--- config.mk ---
export PLATFORM = sky130hd
export DESIGN_NAME = trimmed_mean_piecewise_voltage_unit_flat
export DESIGN_NICKNAME = d
export VERILOG_FILES = /design/src/tmpv_pkg.sv /design/src/tmpv_if.sv /design/src/trimmed_mean_piecewise_voltage_unit.sv /design/src/flat_wrapper.sv
export VERILOG_INCLUDE_DIRS = /design/src /design/src/src
export SDC_FILE = /design/constraint.sdc
export NUM_CORES = 2
export LEC_CHECK = 0
export BUFFER_PORTS_ARGS = -buffer_cell sky130_fd_sc_hd__buf_4
export CAP_MARGIN = 15
export CORE_ASPECT_RATIO = 0.7
export CORE_MARGIN = 4
export CORE_UTILIZATION = 30
export DETAILED_ROUTE_END_ITERATION = 10
export REMOVE_ABC_BUFFERS = 1
export SLEW_MARGIN = 25
export SYNTH_ARGS = -nofsm -noshare
export SYNTH_HDL_FRONTEND = slang
export SYNTH_SLANG_ARGS = --single-unit
--- constraint.sdc ---
create_clock -name clk_i -period 17.9 [get_ports clk_i]
set_clock_uncertainty 0.15 [all_clocks]
set_input_delay 1.79 -clock clk_i [delete_from_list [all_inputs] [get_ports clk_i]]
set_output_delay 1.79 -clock clk_i [all_outputs]
set_load 0.03 [all_outputs]
--- src/trimmed_mean_piecewise_voltage_unit_defines.svh ---
// Assertion macros shared by the trimmed mean voltage unit.
// Each use names a label, the clock, the active-low reset, a condition
// and the property that must follow from it.
`ifndef TRIMMED_MEAN_PIECEWISE_VOLTAGE_UNIT_DEFINES_SVH
`define TRIMMED_MEAN_PIECEWISE_VOLTAGE_UNIT_DEFINES_SVH

// The property must hold in the same cycle as the condition.
`define TMPV_ASSERT_SAME(lbl, clk, rst_n, cond, prop) \
  lbl: assert property (@(posedge clk) disable iff (!rst_n) (cond) |-> (prop)) \
    else $error("tmpv assertion failed");

// The property must hold in the cycle after the condition.
`define TMPV_ASSERT_NEXT(lbl, clk, rst_n, cond, prop) \
  lbl: assert property (@(posedge clk) disable iff (!rst_n) (cond) |=> (prop)) \
    else $error("tmpv assertion failed");

`endif

--- src/tmpv_pkg.sv ---
`timescale 1ns / 1ps

package tmpv_pkg;

  // Field widths.
  localparam int unsigned SampleW = 12;
  localparam int unsigned GainW   = 16;
  localparam int unsigned MvW     = 16;
  localparam int unsigned ProdW   = SampleW + GainW;

  // Largest calibrated value: floor(4095 * 57000 / 4059).
  localparam longint unsigned MvMax = 57505;

  // Upper code limits of the calibration segments.
  localparam logic [SampleW-1:0] Seg0Top = 12'd498;
  localparam logic [SampleW-1:0] Seg1Top = 12'd639;
  localparam logic [SampleW-1:0] Seg2Top = 12'd849;
  localparam logic [SampleW-1:0] Seg3Top = 12'd1060;
  localparam logic [SampleW-1:0] Seg4Top = 12'd1266;

  // Gain words, one for each segment (slope times 4059, rounded).
  localparam logic [GainW-1:0] Gain0 = 16'd55573;
  localparam logic [GainW-1:0] Gain1 = 16'd56500;
  localparam logic [GainW-1:0] Gain2 = 16'd56625;
  localparam logic [GainW-1:0] Gain3 = 16'd56750;
  localparam logic [GainW-1:0] Gain4 = 16'd56875;
  localparam logic [GainW-1:0] Gain5 = 16'd57000;

  // Division by the calibration divisor is done as a multiply by a rounded-up
  // reciprocal. With the shift at ProdW plus 12 bits the quotient is exact for
  // every product below 2**ProdW.
  localparam longint unsigned CalDivisor = 4059;
  localparam int unsigned     CalShift   = ProdW + 12;
  localparam int unsigned     CalRecipW  = ProdW + 1;
  localparam logic [CalRecipW-1:0] CalRecip =
    CalRecipW'(((64'd1 << CalShift) + CalDivisor - 64'd1) / CalDivisor);

endpackage

--- src/tmpv_if.sv ---
`timescale 1ns / 1ps

// Channel that carries one raw ADC code per item.
interface tmpv_sample_if;
  import tmpv_pkg::*;

  logic               valid;
  logic               ready;
  logic [SampleW-1:0] sample;

  modport source (output valid, output sample, input ready);
  modport sink   (input valid, input sample, output ready);
endinterface

// Channel that carries one calibrated result per item.
interface tmpv_result_if;
  import tmpv_pkg::*;

  logic           valid;
  logic           ready;
  logic [MvW-1:0] instant_mv;
  logic [MvW-1:0] average_mv;
  logic           window_done;

  modport source (output valid, output instant_mv, output average_mv, output window_done,
                  input ready);
  modport sink   (input valid, input instant_mv, input average_mv, input window_done,
                  output ready);
endinterface

--- src/trimmed_mean_piecewise_voltage_unit.sv ---
`timescale 1ns / 1ps
// Throughput: one item per cycle unless the output stalls; five registered
// stages, each with its own valid bit, so a gap anywhere in the pipe is
// filled while the output waits.
// Reset (rst_ni low, asynchronous) empties the pipe and clears the window
// count, sum, maximum and minimum; payload registers are not reset.
`include "trimmed_mean_piecewise_voltage_unit_defines.svh"

module trimmed_mean_piecewise_voltage_unit #(
  parameter int unsigned WINDOW_LEN = 12
) (
  input  logic          clk_i,
  input  logic          rst_ni,
  tmpv_sample_if.sink   sample_i,
  tmpv_result_if.source result_o
);
  import tmpv_pkg::*;

  // The trimmed mean divides by the window length less the two dropped values.
  localparam longint unsigned AvgDiv  = longint'(WINDOW_LEN) - 64'd2;
  localparam int unsigned     CntW    = $clog2(WINDOW_LEN);
  // The running sum holds a full window of maximal values without wrapping.
  localparam int unsigned     SumW    = $clog2(longint'(WINDOW_LEN) * MvMax + 64'd1);
  // Reciprocal of the divisor, rounded up; the shift of SumW plus the ceiling of
  // log2 of the divisor makes the quotient exact for every sum that fits SumW bits.
  localparam int unsigned     AvgShift  = SumW + $clog2(AvgDiv);
  localparam int unsigned     AvgRecipW = SumW + 1;
  localparam logic [AvgRecipW-1:0] AvgRecip =
    AvgRecipW'(((64'd1 << AvgShift) + AvgDiv - 64'd1) / AvgDiv);
  localparam int unsigned     AvgProdW  = SumW + AvgRecipW;
  localparam int unsigned     CalProdW  = ProdW + CalRecipW;
  localparam logic [CntW-1:0] LastCnt   = CntW'(WINDOW_LEN - 1);

  // ---------------------------------------------------------------------------
  // Stage handshake. Each stage loads when it is empty or when the stage after
  // it moves on, so the pipe keeps accepting as long as any stage has room.
  // ---------------------------------------------------------------------------
  logic v0_q, v1_q, v2_q, v3_q, v4_q;
  logic rdy0, rdy1, rdy2, rdy3, rdy4;

  assign rdy4 = !v4_q || result_o.ready;
  assign rdy3 = !v3_q || rdy4;
  assign rdy2 = !v2_q || rdy3;
  assign rdy1 = !v1_q || rdy2;
  assign rdy0 = !v0_q || rdy1;

  assign sample_i.ready = rdy0;

  always_ff @(posedge clk_i or negedge rst_ni) begin
    if (!rst_ni) begin
      v0_q <= 1'b0;
      v1_q <= 1'b0;
      v2_q <= 1'b0;
      v3_q <= 1'b0;
      v4_q <= 1'b0;
    end else begin
      if (rdy0) v0_q <= sample_i.valid;
      if (rdy1) v1_q <= v0_q;
      if (rdy2) v2_q <= v1_q;
      if (rdy3) v3_q <= v2_q;
      if (rdy4) v4_q <= v3_q;
    end
  end

  // ---------------------------------------------------------------------------
  // Stage 0: input register.
  // ---------------------------------------------------------------------------
  logic [SampleW-1:0] sample_q;

  always_ff @(posedge clk_i) begin
    if (rdy0) sample_q <= sample_i.sample;
  end

  // ---------------------------------------------------------------------------
  // Stage 1: pick the gain word by code range and form the raw product.
  // ---------------------------------------------------------------------------
  logic [GainW-1:0] gain;
  logic [ProdW-1:0] prod_q;

  always_comb begin
    priority if (sample_q <= Seg0Top) gain = Gain0;
    else if (sample_q <= Seg1Top)      gain = Gain1;
    else if (sample_q <= Seg2Top)      gain = Gain2;
    else if (sample_q <= Seg3Top)      gain = Gain3;
    else if (sample_q <= Seg4Top)      gain = Gain4;
    else                               gain = Gain5;
  end

  always_ff @(posedge clk_i) begin
    if (rdy1) prod_q <= ProdW'(sample_q) * ProdW'(gain);
  end

  // ---------------------------------------------------------------------------
  // Stage 2: divide the product by the calibration divisor through the
  // reciprocal multiply; the quotient always fits the millivolt width.
  // ---------------------------------------------------------------------------
  logic [CalProdW-1:0] cal_prod;
  logic [MvW-1:0]      mv2_q;

  assign cal_prod = CalProdW'(prod_q) * CalProdW'(CalRecip);

  always_ff @(posedge clk_i) begin
    if (rdy2) mv2_q <= cal_prod[CalShift +: MvW];
  end

  // ---------------------------------------------------------------------------
  // Stage 3: window bookkeeping. The first sample of a window seeds the sum,
  // the maximum and the minimum, so nothing carries over from the last window.
  // On the last sample the trimmed sum is registered for the divide.
  // ---------------------------------------------------------------------------
  logic [CntW-1:0] cnt_q, cnt_d;
  logic [SumW-1:0] sum_q, sum_d;
  logic [MvW-1:0]  max_q, max_d;
  logic [MvW-1:0]  min_q, min_d;
  logic            first, last, acc_en;
  logic [SumW-1:0] mv_ext;

  logic [MvW-1:0]  mv3_q;
  logic [SumW-1:0] trim_q;
  logic            done3_q;

  assign acc_en = rdy3 && v2_q;
  assign first  = (cnt_q == '0);
  assign last   = (cnt_q == LastCnt);
  assign mv_ext = SumW'(mv2_q);

  always_comb begin
    sum_d = first ? mv_ext : sum_q + mv_ext;
    max_d = (first || (mv2_q > max_q)) ? mv2_q : max_q;
    min_d = (first || (mv2_q < min_q)) ? mv2_q : min_q;
    cnt_d = last ? '0 : cnt_q + CntW'(1);
  end

  always_ff @(posedge clk_i or negedge rst_ni) begin
    if (!rst_ni) begin
      cnt_q <= '0;
      sum_q <= '0;
      max_q <= '0;
      min_q <= '0;
    end else if (acc_en) begin
      cnt_q <= cnt_d;
      sum_q <= sum_d;
      max_q <= max_d;
      min_q <= min_d;
    end
  end

  // Both extremes are members of a full window, so the trimmed sum used at its close never underflows.
  always_ff @(posedge clk_i) begin
    if (rdy3) begin
      mv3_q   <= mv2_q;
      trim_q  <= sum_d - SumW'(max_d) - SumW'(min_d);
      done3_q <= last;
    end
  end

  // ---------------------------------------------------------------------------
  // Stage 4: divide the trimmed sum by the window length less two through a
  // reciprocal multiply and load the result register. The average reads zero
  // on items that do not close a window.
  // ---------------------------------------------------------------------------
  logic [AvgProdW-1:0] avg_prod;
  logic [AvgProdW-1:0] avg_shift;
  logic [MvW-1:0]      instant_q;
  logic [MvW-1:0]      average_q;
  logic                done4_q;

  assign avg_prod  = AvgProdW'(trim_q) * AvgProdW'(AvgRecip);
  assign avg_shift = avg_prod >> AvgShift;

  always_ff @(posedge clk_i) begin
    if (rdy4) begin
      instant_q <= mv3_q;
      average_q <= done3_q ? avg_shift[MvW-1:0] : '0;
      done4_q   <= done3_q;
    end
  end

  assign result_o.valid       = v4_q;
  assign result_o.instant_mv  = instant_q;
  assign result_o.average_mv  = average_q;
  assign result_o.window_done = done4_q;

  // ---------------------------------------------------------------------------
  // Checks.
  // ---------------------------------------------------------------------------
  `TMPV_ASSERT_SAME(a_avg_zero_mid_window, clk_i, rst_ni,
                    result_o.valid && !result_o.window_done, result_o.average_mv == '0)
  `TMPV_ASSERT_NEXT(a_window_wraps, clk_i, rst_ni,
                    acc_en && last, cnt_q == '0)
  `TMPV_ASSERT_NEXT(a_extremes_ordered, clk_i, rst_ni,
                    acc_en, max_q >= min_q)

endmodule

--- src/flat_wrapper.sv ---
// flat-port wrapper written by rule: the top's interface ports become plain ports
module trimmed_mean_piecewise_voltage_unit_flat import tmpv_pkg::*;
#(
  parameter int unsigned WINDOW_LEN = 12
)
  (clk_i, rst_ni, sample_i_valid, sample_i_sample, sample_i_ready, result_o_valid, result_o_instant_mv, result_o_average_mv, result_o_window_done, result_o_ready);
  tmpv_sample_if sample_i_i ();
  tmpv_result_if result_o_i ();
  input  logic clk_i;
  input  logic rst_ni;
  input wire logic [$bits(sample_i_i.valid)-1:0] sample_i_valid;
  input wire logic [$bits(sample_i_i.sample)-1:0] sample_i_sample;
  output wire logic [$bits(sample_i_i.ready)-1:0] sample_i_ready;
  output wire logic [$bits(result_o_i.valid)-1:0] result_o_valid;
  output wire logic [$bits(result_o_i.instant_mv)-1:0] result_o_instant_mv;
  output wire logic [$bits(result_o_i.average_mv)-1:0] result_o_average_mv;
  output wire logic [$bits(result_o_i.window_done)-1:0] result_o_window_done;
  input wire logic [$bits(result_o_i.ready)-1:0] result_o_ready;
  assign sample_i_i.valid = sample_i_valid;
  assign sample_i_i.sample = sample_i_sample;
  assign sample_i_ready = sample_i_i.ready;
  assign result_o_valid = result_o_i.valid;
  assign result_o_instant_mv = result_o_i.instant_mv;
  assign result_o_average_mv = result_o_i.average_mv;
  assign result_o_window_done = result_o_i.window_done;
  assign result_o_i.ready = result_o_ready;
  trimmed_mean_piecewise_voltage_unit #(.WINDOW_LEN(WINDOW_LEN)) u_core (.clk_i(clk_i), .rst_ni(rst_ni), .sample_i(sample_i_i), .result_o(result_o_i));
endmodule
# Word-level counts from Yosys, hierarchy flattened
# Cells that the tools add are included.
# totals
word_cells	56
reg_bits	187
inputBits	16
out_inout_bits	35
# op_classes
n_mul	3
reduce_logical	14
muxes	9
addsub	4
eq_ne	1
magnitude_cmp	7
# ops
cell	n
2-to-1 mux 16 bit	6
multiplier 28 x 26 -> 53 bit, second input constant	1
subtractor 20 x 16 -> 20 bit	2
multiplier 20 x 20 -> 39 bit, second input constant	1
multiplier 12 x 16 -> 28 bit	1
<= comparator 12 x 10 -> 1 bit, second input constant	2
<= comparator 12 x 11 -> 1 bit, second input constant	2
adder 20 x 16 -> 20 bit	1
2-to-1 mux 20 bit	1
greater-than comparator 16 bit	1
less-than comparator 16 bit	1
<= comparator 12 x 9 -> 1 bit, second input constant	1
2-to-1 mux 8 bit	1
logical OR 1 bit	7
logical NOT 1 bit	5
adder 4 x 1 -> 4 bit, second input constant	1
== test 4 bit, second input constant	1
logical NOT 4 bit	1
2-to-1 mux 4 bit	1
logical AND 1 bit	1

# Logic depth before layout (Yosys ltp)
# depth
ltp_word	7
ltp_mapped	34
ltp_nobuf	31

# Least setup slack after synthesis
# No wires, ideal clock.
# synth_path
path_kind	reg-to-reg
startpoint	register u_core.sample_q[4]
endpoint	register u_core.prod_q[26], data pin
path_stages_with_launch	33
path_buffers	4
setup_ps	260
setup_slack_ps	10540
required_ps	17490
arrival_ps	6950
path_cell_list	edfxtp_1 > clkbuf_1 > inv_1 > ha_1 > nor2b_1 > o21ai_0 > a31oi_1 > o22a_1 > clkbuf_1 > nor2b_1 > o21ai_1 > and2_0 > clkbuf_1 > buf_2 > nand2_1 > fa_1 > fa_1 > inv_1 > fa_1 > fa_1 > inv_1 > fa_1 > inv_1 > ha_1 > nand4_1 > a2111oi_0 > nor2_1 > a211oi_1 > o31a_1 > o21ai_0 > a21oi_1 > a21boi_0 > xnor2_1
# synth_between
elab_chain_cells	7
# synth_rtl
element	line	text
from (decl)	trimmed_mean_piecewise_voltage_unit.sv:68	logic [SampleW-1:0] sample_q;
from (signal assigned)	trimmed_mean_piecewise_voltage_unit.sv:71	if (rdy0) sample_q <= sample_i.sample;
<= comparator 12 x 11 -> 1 bit	trimmed_mean_piecewise_voltage_unit.sv:85	else if (sample_q <= Seg4Top) gain = Gain4;
2-to-1 mux 8 bit	trimmed_mean_piecewise_voltage_unit.sv:85	
2-to-1 mux 16 bit	trimmed_mean_piecewise_voltage_unit.sv:84	else if (sample_q <= Seg3Top) gain = Gain3;
2-to-1 mux 16 bit	trimmed_mean_piecewise_voltage_unit.sv:83	else if (sample_q <= Seg2Top) gain = Gain2;
2-to-1 mux 16 bit	trimmed_mean_piecewise_voltage_unit.sv:82	else if (sample_q <= Seg1Top) gain = Gain1;
2-to-1 mux 16 bit	trimmed_mean_piecewise_voltage_unit.sv:81	priority if (sample_q <= Seg0Top) gain = Gain0;
multiplier 12 x 16 -> 28 bit (*)	trimmed_mean_piecewise_voltage_unit.sv:90	if (rdy1) prod_q <= ProdW'(sample_q) * ProdW'(gain);
to (signal assigned)	trimmed_mean_piecewise_voltage_unit.sv:90	
to (decl)	trimmed_mean_piecewise_voltage_unit.sv:78	logic [ProdW-1:0] prod_q;
# Mark *: on every way between the ends. The rest lies on a longest branch, timed or not.
# A chain may end at the register's enable or synchronous reset.

# Worst setup path in the final report
# Same ends and word-level chain as after synthesis.

==> summary.md <==
| Metric | Value |
|---|---|
| Final nets | `4360` |
| Row count | `100` |
| Post-Route WL | `78000 um` |
| RSZ-0062 raised after global routing | `no` |
| # Max-Cap Violations | `0` |
| Synthesized flop and latch total | `187` |
| Unique masters post-synth | `78` |
| Antenna violations before repair | `1` |
| Worst setup margin | `8860 ps` |
| Commonest non-fill, non-tap cell in the layout | `inv_1` |
| Slew Viols, Final | `0` |
| Post-synth EDFFs | `126` |
| Synth area leader | `fa_1` |
| GP Congestion | `0.924` |
| Highest clock rate | `111 MHz` |
| Crit-path most repeated cell | `fa_1` |
| Port bufs | `50` |
| Die Wd | `401 um` |
| Post-layout util | `33.0%` |
| FFs w/ async S/R, synth | `32.6%` |
| First-pass GRT wire length | `127000 um` |
| Clock-pin slew on the worst setup and hold paths | `100 ps` |
| Worst slew margin | `30.0%` |
| Endpoints failing setup | `0` |
| Die area | `0.113 mm2` |
| Core Region | `0.107 mm2` |
| Htree depth | `4` |
| Die height | `283 um` |
| Resized Gates After CTS | `0` |
| Layout cells sized above 1 | `3.94%` |
| Setup crit start kind | `flop` |
| Yosys top cell area share | `29.5%` |
| Total GRT Usage | `14.2%` |
| Final hold slack | `267 ps` |
| Syn avg cell area | `10.2 um2` |
| Largest net degree at the start of global routing | `62` |
| Clock Path Buffers | `2` |
| WP data arrival | `9160 ps` |
| Final worst path period share | `50.5%` |
| Outcome | `finished clean` |
| Clock Latency Late Sink | `520 ps` |
| Iteration count of the initial detailed-routing pass | `7` |
| Antenna-violating nets left | `0` |
| Postcts setup bufs | `0` |
| Hold-fix buffers, CTS | `0` |
| CP required | `18030 ps` |
| Vias per inst | `4.63` |
| Worst path slowest cell | `edfxtp_1` |
| Clock tree from TritonCTS | `yes` |
| Hold Path Depth | `0` |
| Num CTS Buffers | `17` |
| Area Overhead vs Synth | `8.61%` |
| Drt drc | `0` |
| Seq/Total Area, Yosys | `16.4%` |
| R2R depth | `29` |
| CP max FO | `19` |
| Setup total negative slack | `0 ps` |
| Pre-CTS WS | `9050 ps` |
| Hold Crit Class | `flop to flop` |
| CTS Sinks | `187` |
| Total gr overflow | `0` |
| Clock Tree Root | `clkbuf_16` |
| Slew @ Worst Pin | `1050 ps` |
| CP endpoint kind | `flop` |
| WS Path Type | `flop to flop` |
| Ys flop type | `edfxtp_1` |
| DP HPWL | `65000 um` |
| Area of the mapped netlist | `0.0324 mm2` |
| Drt wl/cell | `16.8 um` |
| Area contributors post-synth | `fa_1, ha_1, edfxtp_1` |
| Number of global-route vias before repair | `22289` |
| Yosys warnings | `0` |
| Most frequent cells in the layout | `inv_1, ha_1, fa_1, nand2_1, edfxtp_1` |
| CP peak stage delay | `780 ps` |
| Initial Util | `30.4%` |
| Top Ports | `51` |
| Final-report hold violation count | `0` |
| Initial DRC Count | `1413` |
| Vias | `21557` |
| Cells after Synth | `3167` |
| Min cycle time layout | `9040 ps` |
==> state kept, by name (all words and copies together), names as in the netlist, 4 cells and up <==
| signal | count |
|---|---|
| u_core.result_o.instant_mv | 16 |
| u_core.mv2_q | 16 |
| u_core.min_q | 16 |
| u_core.result_o.average_mv | 16 |
| u_core.sum_q | 20 |
| u_core.prod_q | 28 |
| u_core.sample_q | 12 |
| u_core.cnt_q | 4 |
| u_core.max_q | 16 |
| u_core.mv3_q | 16 |
| u_core.trim_q | 20 |
==> synth_stat cells (9+ instances only) <==
| cell type | n |
|---|---|
| nor2_1 | 106 |
| o2bb2ai_1 | 16 |
| edfxtp_1 | 126 |
| clkbuf_1 | 33 |
| fa_1 | 478 |
| a211oi_1 | 19 |
| nand4_1 | 19 |
| a21o_1 | 59 |
| ha_1 | 656 |
| dfrtp_1 | 61 |
| inv_1 | 811 |
| nor2b_1 | 18 |
| nand2_1 | 150 |
| xor2_1 | 28 |
| mux2i_1 | 30 |
| o21a_1 | 17 |
| and3_1 | 13 |
| nand2b_1 | 22 |
| and2_1 | 35 |
| xnor2_1 | 57 |
| a21oi_1 | 106 |
| o21ai_0 | 70 |
| o21bai_1 | 9 |
| nand3_1 | 36 |
| o211ai_1 | 38 |
| mux2_2 | 14 |
| nor3_1 | 24 |
==> layer usage <==
layer / GRT usage, % / wire (um) / share of wire, %
met5: 0 / 0 / 0
met1: 22.1 / 40800 / 52
met3: 2.82 / 4640 / 5.9
met2: 20.2 / 31800 / 41
met4: 2.44 / 782 / 1.0
==> final timing paths <==
kind,slack (ps),to,start
hold reg to reg,270,u_core.result_o.instant_mv[3]$_DFFE_PP_,u_core.mv3_q[3]$_DFFE_PP_
setup reg to reg,8860,u_core.prod_q[26]$_DFFE_PP_,u_core.sample_q[4]$_DFFE_PP_
setup / recovery,8860,u_core.prod_q[26]$_DFFE_PP_,u_core.sample_q[4]$_DFFE_PP_
hold / removal,270,u_core.result_o.instant_mv[3]$_DFFE_PP_,u_core.mv3_q[3]$_DFFE_PP_
min in group asynchronous,1220,u_core.v3_q$_DFFE_PN0P_,rst_ni
max in group asynchronous,15800,u_core.max_q[13]$_DFFE_PN0P_,rst_ni
==> stage by stage <==
stage / cell area (um2) / std cells
floorplan: 32200 / 3125
finish: 35200 / 4652
global route: 35200 / 4651
CTS: 35200 / 4651
global placement: 34500 / 4619
detailed placement: 34500 / 4619
==> critical path: cells and delay by family, from the launching register on <==
| family | cells | cell delay, ps |
|---|---|---|
| fa+ha+maj | 7 | 3040 |
| compound gates | 10 | 2800 |
| simple gates | 6 | 1250 |
| flops | 1 | 780 |
| buf+inv | 5 | 610 |
| xor+xnor | 1 | 140 |
==> area by class of cell <==
cell class | instances | area, um2
sequential | 187 | 5310
tap | 1428 | 1790
timing repair buffer | 66 | 495
clock buffer | 17 | 425
multi-input combinational | 2127 | 23900
clock inverter | 15 | 231
antenna | 1 | 2.50
fill | 10853 | 71500
inverter | 811 | 3040
==> logic make-up (layout without fill, tap and decap cells) <==
kind of cell	after synthesis	count (layout)	share of synthesized area (%)
xor gates and xnor gates	85	85	2.30
AOI/OAI and AO/OA	408	408	8.41
adders and majority gates	1134	1134	54.8
DFF	187	187	16.4
and+or+nand+nor	452	452	6.61
buffers and inverters	853	909	9.91
muxes	47	47	1.53
other	1	2	0.0116
Power is not shown: default switching activity piles up to over one toggle a cycle in this logic, so the estimate is an artifact.
